===== src/sv/triangle_plane_slicer_defines.svh =====
// Assertion macros for the triangle plane slicer RTL.
// Included by modules that check their own control logic; needs clk_i and rst_ni in scope.
`ifndef TRIANGLE_PLANE_SLICER_DEFINES_SVH
`define TRIANGLE_PLANE_SLICER_DEFINES_SVH

// Same-cycle implication, disabled during reset.
`define TPS_ASSERT(lbl, ante, cons) \
  lbl: assert property (@(posedge clk_i) disable iff (!rst_ni) (ante) |-> (cons)) \
    else $error("triangle plane slicer check failed");

// Next-cycle implication, disabled during reset.
`define TPS_ASSERT_NEXT(lbl, ante, cons) \
  lbl: assert property (@(posedge clk_i) disable iff (!rst_ni) (ante) |=> (cons)) \
    else $error("triangle plane slicer check failed");

`endif


===== src/sv/tps_pkg.sv =====
// Shared types, constants and helper functions of the triangle plane slicer.
// No dependencies; used by tps_ifs, tps_geom, tps_table and the top level.
`default_nettype none

package tps_pkg;

  localparam int ORIGIN_W   = 32;
  localparam int NORM_W     = 18;
  localparam int TOL_W      = 20;
  localparam int FRAC_W     = 16;
  localparam int MAG_W      = 49;
  localparam int DEN_W      = MAG_W + 1;
  localparam int CHUNK_W    = 17;
  localparam int CFG_IDX_W  = 3;
  localparam int CFG_DATA_W = 32;

  localparam logic [CFG_IDX_W-1:0] REG_ORIGIN_X = 3'd0;
  localparam logic [CFG_IDX_W-1:0] REG_ORIGIN_Y = 3'd1;
  localparam logic [CFG_IDX_W-1:0] REG_ORIGIN_Z = 3'd2;
  localparam logic [CFG_IDX_W-1:0] REG_NORMAL_X = 3'd3;
  localparam logic [CFG_IDX_W-1:0] REG_NORMAL_Y = 3'd4;
  localparam logic [CFG_IDX_W-1:0] REG_NORMAL_Z = 3'd5;
  localparam logic [CFG_IDX_W-1:0] REG_TOL      = 3'd6;

  localparam logic OP_SLICE = 1'b0;
  localparam logic OP_CLEAR = 1'b1;

  // Endpoint candidates in priority order.
  localparam logic [2:0] CAND_VA      = 3'd0;
  localparam logic [2:0] CAND_VB      = 3'd1;
  localparam logic [2:0] CAND_VC      = 3'd2;
  localparam logic [2:0] CAND_EDGE_AB = 3'd3;
  localparam logic [2:0] CAND_EDGE_BC = 3'd4;
  localparam logic [2:0] CAND_EDGE_AC = 3'd5;

  typedef enum logic [1:0] {
    ST_NONE   = 2'd0,
    ST_STORED = 2'd1,
    ST_DUP    = 2'd2,
    ST_FULL   = 2'd3
  } status_e;

  typedef struct packed {
    logic start;
    logic clear;
  } tbl_req_t;

  typedef struct packed {
    logic    done;
    status_e status;
  } tbl_rsp_t;

  typedef struct packed {
    logic done;
    logic have_seg;
  } geo_rsp_t;

  function automatic logic [1:0] edge_first(input logic [2:0] code);
    logic [1:0] r;
    case (code)
      CAND_EDGE_AB: r = 2'd0;
      CAND_EDGE_BC: r = 2'd1;
      CAND_EDGE_AC: r = 2'd0;
      default:      r = code[1:0];
    endcase
    return r;
  endfunction

  function automatic logic [1:0] edge_second(input logic [2:0] code);
    logic [1:0] r;
    case (code)
      CAND_EDGE_AB: r = 2'd1;
      CAND_EDGE_BC: r = 2'd2;
      CAND_EDGE_AC: r = 2'd2;
      default:      r = code[1:0];
    endcase
    return r;
  endfunction

endpackage

`default_nettype wire


===== src/sv/tps_div.sv =====
// Iterative restoring divider, one quotient bit per cycle.
// The caller guarantees num / den < 2**Q_W; no package dependency.
`default_nettype none

module tps_div #(
  parameter int Q_W   = 33,
  parameter int DEN_W = 50
) (
  input  wire logic                   clk_i,
  input  wire logic                   rst_ni,
  input  wire logic                   start_i,
  input  wire logic [Q_W+DEN_W-1:0]   num_i,
  input  wire logic [DEN_W-1:0]       den_i,
  output logic                        done_o,
  output logic [Q_W-1:0]              quot_o,
  output logic [DEN_W-1:0]            rem_o
);

  localparam int CNT_W = $clog2(Q_W + 1);

  logic               busy_q, busy_d;
  logic               done_q, done_d;
  logic [CNT_W-1:0]   cnt_q, cnt_d;
  logic [DEN_W-1:0]   rem_q, rem_d;
  logic [Q_W-1:0]     lo_q, lo_d;
  logic [DEN_W:0]     trial;
  logic               take;

  always_comb begin
    trial  = {rem_q, lo_q[Q_W-1]};
    take   = trial >= {1'b0, den_i};
    busy_d = busy_q;
    done_d = 1'b0;
    cnt_d  = cnt_q;
    rem_d  = rem_q;
    lo_d   = lo_q;
    if (start_i) begin
      busy_d = 1'b1;
      cnt_d  = CNT_W'(Q_W);
      rem_d  = num_i[Q_W+DEN_W-1:Q_W];
      lo_d   = num_i[Q_W-1:0];
    end else if (busy_q) begin
      rem_d = take ? DEN_W'(trial - {1'b0, den_i}) : DEN_W'(trial);
      lo_d  = {lo_q[Q_W-2:0], take};
      cnt_d = cnt_q - CNT_W'(1);
      if (cnt_q == CNT_W'(1)) begin
        busy_d = 1'b0;
        done_d = 1'b1;
      end
    end
  end

  always_ff @(posedge clk_i or negedge rst_ni) begin
    if (!rst_ni) begin
      busy_q <= 1'b0;
      done_q <= 1'b0;
      cnt_q  <= '0;
    end else begin
      busy_q <= busy_d;
      done_q <= done_d;
      cnt_q  <= cnt_d;
    end
  end

  always_ff @(posedge clk_i) begin
    rem_q <= rem_d;
    lo_q  <= lo_d;
  end

  assign done_o = done_q;
  assign quot_o = lo_q;
  assign rem_o  = rem_q;

endmodule

`default_nettype wire


===== src/sv/tps_geom.sv =====
// Plane distance, endpoint selection and edge crossing sequencer over one shared multiplier.
// Depends on tps_pkg and tps_div.
`default_nettype none

module tps_geom #(
  parameter int COORD_BITS = 32
) (
  input  wire logic                                 clk_i,
  input  wire logic                                 rst_ni,
  input  wire logic                                 start_i,
  input  wire logic signed [COORD_BITS-1:0]         vtx_i [3][3],
  input  wire logic signed [tps_pkg::ORIGIN_W-1:0]  origin_i [3],
  input  wire logic signed [tps_pkg::NORM_W-1:0]    normal_i [3],
  input  wire logic [tps_pkg::TOL_W-1:0]            tol_i,
  output tps_pkg::geo_rsp_t                         rsp_o,
  output logic [6*COORD_BITS-1:0]                   seg_pts_o
);

  localparam int X_W   = ((COORD_BITS > tps_pkg::ORIGIN_W) ? COORD_BITS : tps_pkg::ORIGIN_W) + 1;
  localparam int P_W   = X_W + tps_pkg::NORM_W;
  localparam int A_W   = 3 * tps_pkg::CHUNK_W;
  localparam int ACC_W = X_W + A_W;
  localparam int NUM_W = X_W + tps_pkg::DEN_W;
  localparam int MAG_W = tps_pkg::MAG_W;
  localparam int DEN_W = tps_pkg::DEN_W;

  localparam logic [3:0] G_IDLE = 4'd0;
  localparam logic [3:0] G_DMUL = 4'd1;
  localparam logic [3:0] G_DACC = 4'd2;
  localparam logic [3:0] G_DFIN = 4'd3;
  localparam logic [3:0] G_PICK = 4'd4;
  localparam logic [3:0] G_PT   = 4'd5;
  localparam logic [3:0] G_LMUL = 4'd6;
  localparam logic [3:0] G_LACC = 4'd7;
  localparam logic [3:0] G_DST  = 4'd8;
  localparam logic [3:0] G_DIV  = 4'd9;
  localparam logic [3:0] G_LFIN = 4'd10;
  localparam logic [3:0] G_DONE = 4'd11;

  logic [3:0]                    state_q, state_d;
  logic [1:0]                    vi_q, vi_d, ax_q, ax_d, chunk_q, chunk_d;
  logic                          slot_q, slot_d;
  logic signed [COORD_BITS-1:0]  v_q [3][3];
  logic signed [COORD_BITS-1:0]  v_d [3][3];
  logic [MAG_W-1:0]              mag_q [3];
  logic [MAG_W-1:0]              mag_d [3];
  logic [2:0]                    neg_q, neg_d;
  logic signed [ACC_W-1:0]       acc_q, acc_d;
  logic signed [P_W-1:0]         prod_q, prod_d;
  logic [2:0]                    code_q [2];
  logic [2:0]                    code_d [2];
  logic signed [COORD_BITS-1:0]  pt_q [2][3];
  logic signed [COORD_BITS-1:0]  pt_d [2][3];
  logic                          have_q, have_d;

  logic signed [X_W-1:0]         dx, dv, x_op, p1_x, res_x;
  logic [X_W-1:0]                dvmag;
  logic                          dvneg;
  logic signed [tps_pkg::NORM_W-1:0] y_op;
  logic signed [P_W-1:0]         mul_p;
  logic [2:0]                    cur_code;
  logic [1:0]                    ep, eq;
  logic signed [COORD_BITS-1:0]  p1, p2;
  logic [A_W-1:0]                a_ext;
  logic [DEN_W-1:0]              den;
  logic signed [63:0]            s64;
  logic [63:0]                   m64;
  logic [MAG_W-1:0]              dmag;
  logic [2:0]                    z;
  logic [5:0]                    ok;
  logic [2:0]                    sel [2];
  logic [1:0]                    n;
  logic                          div_start, div_done, rnd;
  logic [X_W-1:0]                quot, qr;
  logic [DEN_W-1:0]              rem;
  logic [3:0]                    adv_state;
  logic [1:0]                    adv_ax;
  logic                          adv_slot;

  always_comb begin
    cur_code = code_q[slot_q];
    ep       = tps_pkg::edge_first(cur_code);
    eq       = tps_pkg::edge_second(cur_code);
    p1       = v_q[ep][ax_q];
    p2       = v_q[eq][ax_q];
    p1_x     = X_W'(p1);
    dv       = X_W'(p2) - p1_x;
    dvneg    = dv[X_W-1];
    dvmag    = dvneg ? X_W'(-dv) : X_W'(dv);
    a_ext    = A_W'(mag_q[ep]);
    den      = DEN_W'(mag_q[ep]) + DEN_W'(mag_q[eq]);
    dx       = X_W'(v_q[vi_q][ax_q]) - X_W'(origin_i[ax_q]);
    if (state_q == G_LMUL) begin
      x_op = dvmag;
      y_op = signed'({1'b0, a_ext[chunk_q*tps_pkg::CHUNK_W +: tps_pkg::CHUNK_W]});
    end else begin
      x_op = dx;
      y_op = normal_i[ax_q];
    end
    mul_p = x_op * y_op;

    s64  = 64'(acc_q);
    m64  = s64[63] ? 64'(-s64) : 64'(s64);
    dmag = MAG_W'(m64[63:tps_pkg::FRAC_W]) + MAG_W'(m64[tps_pkg::FRAC_W-1]);

    for (int i = 0; i < 3; i++) begin
      z[i] = mag_q[i] <= MAG_W'(tol_i);
    end
    ok[0] = z[0];
    ok[1] = z[1];
    ok[2] = z[2];
    ok[3] = !z[0] && !z[1] && (neg_q[0] != neg_q[1]);
    ok[4] = !z[1] && !z[2] && (neg_q[1] != neg_q[2]);
    ok[5] = !z[0] && !z[2] && (neg_q[0] != neg_q[2]);
    n      = 2'd0;
    sel[0] = tps_pkg::CAND_VA;
    sel[1] = tps_pkg::CAND_VA;
    for (int c = 0; c < 6; c++) begin
      if (ok[c] && n < 2'd2) begin
        sel[n[0]] = 3'(c);
        n         = n + 2'd1;
      end
    end

    rnd   = {rem, 1'b0} >= {1'b0, den};
    qr    = quot + X_W'(rnd);
    res_x = dvneg ? p1_x - signed'(qr) : p1_x + signed'(qr);

    adv_ax    = (ax_q == 2'd2) ? 2'd0 : ax_q + 2'd1;
    adv_slot  = (ax_q == 2'd2) ? 1'b1 : slot_q;
    adv_state = (ax_q == 2'd2 && slot_q) ? G_DONE : G_PT;
  end

  always_comb begin
    state_d   = state_q;
    vi_d      = vi_q;
    ax_d      = ax_q;
    chunk_d   = chunk_q;
    slot_d    = slot_q;
    v_d       = v_q;
    mag_d     = mag_q;
    neg_d     = neg_q;
    acc_d     = acc_q;
    prod_d    = prod_q;
    code_d    = code_q;
    pt_d      = pt_q;
    have_d    = have_q;
    div_start = 1'b0;
    case (state_q)
      G_IDLE: begin
        if (start_i) begin
          v_d     = vtx_i;
          vi_d    = 2'd0;
          ax_d    = 2'd0;
          acc_d   = '0;
          state_d = G_DMUL;
        end
      end
      G_DMUL: begin
        prod_d  = mul_p;
        state_d = G_DACC;
      end
      G_DACC: begin
        acc_d = acc_q + ACC_W'(prod_q);
        if (ax_q == 2'd2) begin
          state_d = G_DFIN;
        end else begin
          ax_d    = ax_q + 2'd1;
          state_d = G_DMUL;
        end
      end
      G_DFIN: begin
        mag_d[vi_q] = dmag;
        neg_d[vi_q] = s64[63];
        acc_d       = '0;
        ax_d        = 2'd0;
        if (vi_q == 2'd2) begin
          state_d = G_PICK;
        end else begin
          vi_d    = vi_q + 2'd1;
          state_d = G_DMUL;
        end
      end
      G_PICK: begin
        if (!(&z) && n == 2'd2) begin
          code_d  = sel;
          slot_d  = 1'b0;
          ax_d    = 2'd0;
          have_d  = 1'b1;
          state_d = G_PT;
        end else begin
          have_d  = 1'b0;
          state_d = G_DONE;
        end
      end
      G_PT: begin
        if (cur_code < tps_pkg::CAND_EDGE_AB) begin
          pt_d[slot_q][ax_q] = v_q[cur_code[1:0]][ax_q];
          ax_d    = adv_ax;
          slot_d  = adv_slot;
          state_d = adv_state;
        end else begin
          chunk_d = 2'd2;
          acc_d   = '0;
          state_d = G_LMUL;
        end
      end
      G_LMUL: begin
        prod_d  = mul_p;
        state_d = G_LACC;
      end
      G_LACC: begin
        acc_d = (acc_q <<< tps_pkg::CHUNK_W) + ACC_W'(prod_q);
        if (chunk_q == 2'd0) begin
          state_d = G_DST;
        end else begin
          chunk_d = chunk_q - 2'd1;
          state_d = G_LMUL;
        end
      end
      G_DST: begin
        div_start = 1'b1;
        state_d   = G_DIV;
      end
      G_DIV: begin
        if (div_done) begin
          state_d = G_LFIN;
        end
      end
      G_LFIN: begin
        pt_d[slot_q][ax_q] = res_x[COORD_BITS-1:0];
        ax_d    = adv_ax;
        slot_d  = adv_slot;
        state_d = adv_state;
      end
      G_DONE: begin
        state_d = G_IDLE;
      end
      default: begin
        state_d = G_IDLE;
      end
    endcase
  end

  always_ff @(posedge clk_i or negedge rst_ni) begin
    if (!rst_ni) begin
      state_q <= G_IDLE;
      vi_q    <= '0;
      ax_q    <= '0;
      chunk_q <= '0;
      slot_q  <= 1'b0;
      have_q  <= 1'b0;
    end else begin
      state_q <= state_d;
      vi_q    <= vi_d;
      ax_q    <= ax_d;
      chunk_q <= chunk_d;
      slot_q  <= slot_d;
      have_q  <= have_d;
    end
  end

  always_ff @(posedge clk_i) begin
    v_q    <= v_d;
    mag_q  <= mag_d;
    neg_q  <= neg_d;
    acc_q  <= acc_d;
    prod_q <= prod_d;
    code_q <= code_d;
    pt_q   <= pt_d;
  end

  tps_div #(
    .Q_W   (X_W),
    .DEN_W (DEN_W)
  ) u_div (
    .clk_i   (clk_i),
    .rst_ni  (rst_ni),
    .start_i (div_start),
    .num_i   (acc_q[NUM_W-1:0]),
    .den_i   (den),
    .done_o  (div_done),
    .quot_o  (quot),
    .rem_o   (rem)
  );

  assign rsp_o.done     = (state_q == G_DONE);
  assign rsp_o.have_seg = have_q;
  assign seg_pts_o      = {pt_q[0][0], pt_q[0][1], pt_q[0][2],
                           pt_q[1][0], pt_q[1][1], pt_q[1][2]};

endmodule

`default_nettype wire


===== config.mk =====
export PLATFORM = sky130hd
export DESIGN_NAME = tps_geom
export DESIGN_NICKNAME = d
export VERILOG_FILES = /design/src/sv/triangle_plane_slicer_defines.svh /design/src/sv/tps_pkg.sv /design/src/sv/tps_div.sv /design/src/sv/tps_geom.sv
export SDC_FILE = /design/constraint.sdc
export NUM_CORES = 2
export LEC_CHECK = 0
export ABC_AREA = 0
export BUFFER_PORTS_ARGS = -buffer_cell sky130_fd_sc_hd__buf_2
export CORE_MARGIN = 4
export CORE_UTILIZATION = 57
export CTS_CLUSTER_DIAMETER = 120
export DETAILED_ROUTE_END_ITERATION = 10
export GPL_TIMING_DRIVEN = 0
export HOLD_SLACK_MARGIN = 0.06
export PLACE_DENSITY_LB_ADDON = 0.3
export SLEW_MARGIN = 20
export SYNTH_ARGS = -nofsm -noshare
export SYNTH_HDL_FRONTEND = slang
export SYNTH_SLANG_ARGS = --single-unit

===== constraint.sdc =====
create_clock -name clk_i -period 13 [get_ports clk_i]
set_input_delay 0 -clock clk_i [delete_from_list [all_inputs] [get_ports clk_i]]
set_output_delay 0 -clock clk_i [all_outputs]
set_load 0.01 [all_outputs]

==> reports/summary.txt, run 1 <==
Row count - 141
Post-Syn Instances - 9466
Top post-synthesis cells by area - edfxtp_1 (30%), fa_1 (14%), ha_1 (7.8%), nand2_1 (5.5%), a21oi_1 (4.1%)
Routability cong. - 1.12
Post-synth EDFFs - 853
Dpl hpwl - 324000 um
#FFs+latches synth - 873
Worst slack, placed - -4.96 ns
# IOs - 655
Initial Utilization - 0.576
Largest net degree at the start of global routing - 63
Yosys warns - 0
Post-synthesis sequential area ratio - 0.306
Longest Clk Path Bufs - 3
Ys async rst share - 0.0229
Synth Area per Inst - 9.01 sq um
Failed at - global routing
CTS root buffer - clkbuf_16
IO buf count - 654
Netlist cell types - 106
Sink Count - 873
Yosys top cell area share - 0.300
Main flop type after synthesis - edfxtp_1
First-pass GRT wire length - 667000 um
Grt ovf - 5
Gr usage total - 0.599
CTS HTree Levels - 3
Die Ht - 395 um
Number of global-route vias before repair - 93000
Post-synth top cells - nand2_1 (1260), inv_1 (868), edfxtp_1 (853)
Status - aborted with a tool error
Tool Error - [ERROR GRT-0116] Global routing finished with congestion. Check the congestion regions in the DRC Viewer.
Num CTS Buffers - 92
Top-count cell post-synth - nand2_1
Synth area leader - edfxtp_1
Die X - 395 um
Mapped cell area - 85300 sq um
Placed Cells - 12100
## cells by family after synthesis
logic type                 share of synthesized area
xor gates and xnor gates                      0.0528
other                                      0.0000440
AOI/OAI and AO/OA                              0.181
and+or+nand+nor                                0.152
DFF                                            0.306
buffers and inverters                         0.0607
muxes                                         0.0333
adders and majority gates                      0.214
## per-layer routing
layer,track usage,overflow
met4,0.468,1
met5,0.200,0
met1,0.648,0
met2,0.786,4
met3,0.413,0
## stage by stage
| step | hold WS [ns] | cell area [sq um] |
|---|---|---|
| after CTS | 0.0621 | 103000 |
| after detailed placement | 0.0451 | 92100 |
| after global placement | 0.0393 | 91000 |
| after floorplan | -0.296 | 85300 |
## timing repair
action	4_1_cts
hold buffers	575
gates cloned	0
resized for setup	632
pin swaps	44
setup buffers	42
hold endpoints to repair	343
endpoints found under the setup margin	232
==> run 2, diff against run 1 <==
--- a/config.mk
+++ b/config.mk
@@ -8,12 +8,10 @@
 export ABC_AREA = 0
 export BUFFER_PORTS_ARGS = -buffer_cell sky130_fd_sc_hd__buf_2
 export CORE_MARGIN = 4
-export CORE_UTILIZATION = 57
-export CTS_CLUSTER_DIAMETER = 120
+export CORE_UTILIZATION = 40
 export DETAILED_ROUTE_END_ITERATION = 10
 export GPL_TIMING_DRIVEN = 0
-export HOLD_SLACK_MARGIN = 0.06
-export PLACE_DENSITY_LB_ADDON = 0.3
+export PLACE_DENSITY_LB_ADDON = 0.15
 export SLEW_MARGIN = 20
 export SYNTH_ARGS = -nofsm -noshare
 export SYNTH_HDL_FRONTEND = slang
==> constraint.sdc (replaced) <==
create_clock -name clk_i -period 16.9 [get_ports clk_i]
set_input_delay 0 -clock clk_i [delete_from_list [all_inputs] [get_ports clk_i]]
set_output_delay 0 -clock clk_i [all_outputs]
set_load 0.01 [all_outputs]
==> reports/summary.txt, run 2 <==
Yosys warns - 0 (unchanged)
Adder-cell share of the synthesized area - 0.214 (unchanged)
Initial Utilization - 0.402 (-0.173)
Final Hold Fails - 0
Routed wire per std cell - 32.5 um
Routability cong. - 1.06 (-5.3%)
CTS HTree Levels - 3 (unchanged)
Row count - 169 (+20%)
Flop2flop setup slack - 0.22 ns
Worst-path clk slew - 0.06 ns
Sink Count - 873 (unchanged)
Vias per cell - 6.06
Most common cell on crit path - inv_1
Die area - 221000 sq um
Share of cells above drive strength 1 - 0.113
Netlist cell types - 106 (unchanged)
Gr usage total - 0.392
Most frequent cells in the layout - nand2_1 (1259), inv_1 (867), edfxtp_1 (853)
Post-synthesis mux area share - 0.0333 (unchanged)
Status - finished clean
Post-synth top cells - nand2_1 (1260), inv_1 (868), edfxtp_1 (853)
Buffering stage count on the worst path with inverters included - 14
Simple-Gate Fraction of Synth Area - 0.152 (unchanged)
Dpl hpwl - 360000 um (+11%)
Required @ worst endpoint - 17.38 ns
Max Clock Skew - 0.0647 ns
Reg with most FFs - v_q
Reg2reg path depth - 48
Area grow syn2layout - 20.7%
Worst slack, placed - -2.06 ns (+2.91 ns)
Synth Area in Compound Gates - 0.181 (unchanged)
Longest Clk Path Bufs - 3 (unchanged)
Vias - 83400
CP max FO - 26
Antenna violations before repair - 42
Final setup violation count - 0
Hold depth - 2
Worst setup slack after layout - 0.225 ns
Fin cells - 13800
Critical path class - reg2reg
CTS tree - built
Placed Cells - 13000 (+7.3%)
Max-slew violation count - 0
# nets final - 12400
Number of flip-flops in the largest register - 288
IO buf count - 654 (unchanged)
CP max-delay cell - clkbuf_1
Final worst path period share - 0.987
Fmax - 60.0 MHz
Actual slew at the worst max-slew pin - 1.26 ns
# IOs - 655 (unchanged)
Most common cell after layout, fill and taps aside - nand2_1
Post-synthesis sequential area ratio - 0.306 (unchanged)
Synth area leader - edfxtp_1
First-pass iteration count of the detailed router - 8
Drt drc - 0
Largest net degree at the start of global routing - 62
Post-synth EDFFs - 853 (unchanged)
Worst path max stage delay - 0.83 ns
CP arrival - 17.16 ns
Post-Syn Instances - 9466 (unchanged)
CTS root buffer - clkbuf_16
Startpoint Class - flop
Relative slew slack - 0.136
Final wirelength - 448000 um
Post-synthesis xor/xnor area fraction - 0.0528 (unchanged)
Grt ovf - 0
Drt initial violations - 10700
Largest family of logic cells by synthesized area - adder cells
Top delay family on crit path - compound AO/OA/AOI/OAI gates
Worst skew pair latency - 0.79 ns
Critical Path Sink Type - flop
Top post-synthesis cells by area - edfxtp_1 (30%), fa_1 (14%), ha_1 (7.8%), nand2_1 (5.5%), a21oi_1 (4.1%)
Main flop type after synthesis - edfxtp_1
Postcts setup bufs - 0 (-100%)
Max-cap violations - 0
Ys async rst share - 0.0229 (unchanged)
Die X - 470 um (+19%)
Core Area - 212000 sq um
First-pass GRT wire length - 619000 um
Cell depth of the worst setup path - 48
#FFs+latches synth - 873 (unchanged)
Number of global-route vias before repair - 80800
Die Ht - 470 um (+19%)
Antenna-violating nets left - 0
Top-count cell post-synth - nand2_1
Worst Hold Class - in2reg
Mapped cell area - 85300 sq um (unchanged)
Synth Area per Inst - 9.01 sq um (unchanged)
Post-route minimum period - 16.68 ns
Yosys top cell area share - 0.300 (unchanged)
Num CTS Buffers - 100 (+8.7%)
-- run 2: cell counts after synthesis --
No cell type changed its count.
-- run 2: through the flow --
stage / instance area [sq um] / hold slack [ns] / utilization / TNS (ns)
2_1_floorplan: 85300 / -0.296 / - / 0
3_3_place_gp: 92100 / 0.131 / 0.434 / -128.80
3_5_place_dp: 93300 / 0.134 / 0.440 / -73.18
4_1_cts: 103000 / 0.00537 / 0.484 / -0.0115
5_1_grt: 103000 / 0.0328 / 0.485 / -0.00586
6_report: 103000 / 0.0621 / 0.485 / 0
-- run 2: layout make-up --
class                           count  area, sq um
Antenna cell                       31         77.6
Buffer                            482         2020
Clock buffer                      114         2620
Clock inverter                     73          910
Fill cell                       20100       109000
Inverter                          873         3280
Multi-Input combinational cell   7230        54600
Sequential cell                   873        26100
Tap cell                         2821         3530
Timing Repair Buffer             1268         9810
-- run 2: final timing paths --
path                                     start             end
worst max-delay path                   ax_q[1]      prod_q[50]
worst min register to register  u_div.cnt_q[5]  u_div.cnt_q[5]
min in group asynchronous               rst_ni  u_div.cnt_q[4]
worst max register to register         ax_q[1]      prod_q[50]
max in group asynchronous               rst_ni         ax_q[1]
worst min-delay path                vtx_i[120]        v_q[120]
-- run 2: metal layers --
| layer | wire, um | share of wire | global-route usage |
|---|---|---|---|
| met1 | 180000 | 0.40 | 0.515 |
| met2 | 195000 | 0.44 | 0.599 |
| met3 | 46000 | 0.10 | 0.0991 |
| met4 | 26800 | 0.060 | 0.198 |
| met5 | 156 | 0.00035 | 0 |
-- run 2: what timing repair did --
item	4_1_cts	5_1_grt
endpoints found under the setup margin	102	86
hold buffers	560	0
resized for setup	68	75
hold endpoints to repair	346	0
pin swaps	0	0
-- run 2: worst reg2reg max path, delay by kind of cell, from the launching register on --
kind	cells	cell delay, ns
buffers and inverters	14	4.97
adders and majority gates	9	4.42
and+or+nand+nor	4	0.67
xor gates and xnor gates	1	0.07
AOI/OAI and AO/OA	20	5.85
DFF	1	0.43
-- run 2: kinds of logic (layout without fill, tap and decap cells) --
logic type	count (synthesis)	after routing
simple gates	2929	2929
compound gates	2415	2415
buf+inv	1365	2810
fa+ha+maj	1113	1113
flops	873	873
xor+xnor	513	513
mux	257	257
other cells	1	34
Power of run 2 is left out: the tool's default activity adds up to more than one toggle a clock period on the data nets, which glitch-free logic cannot reach.
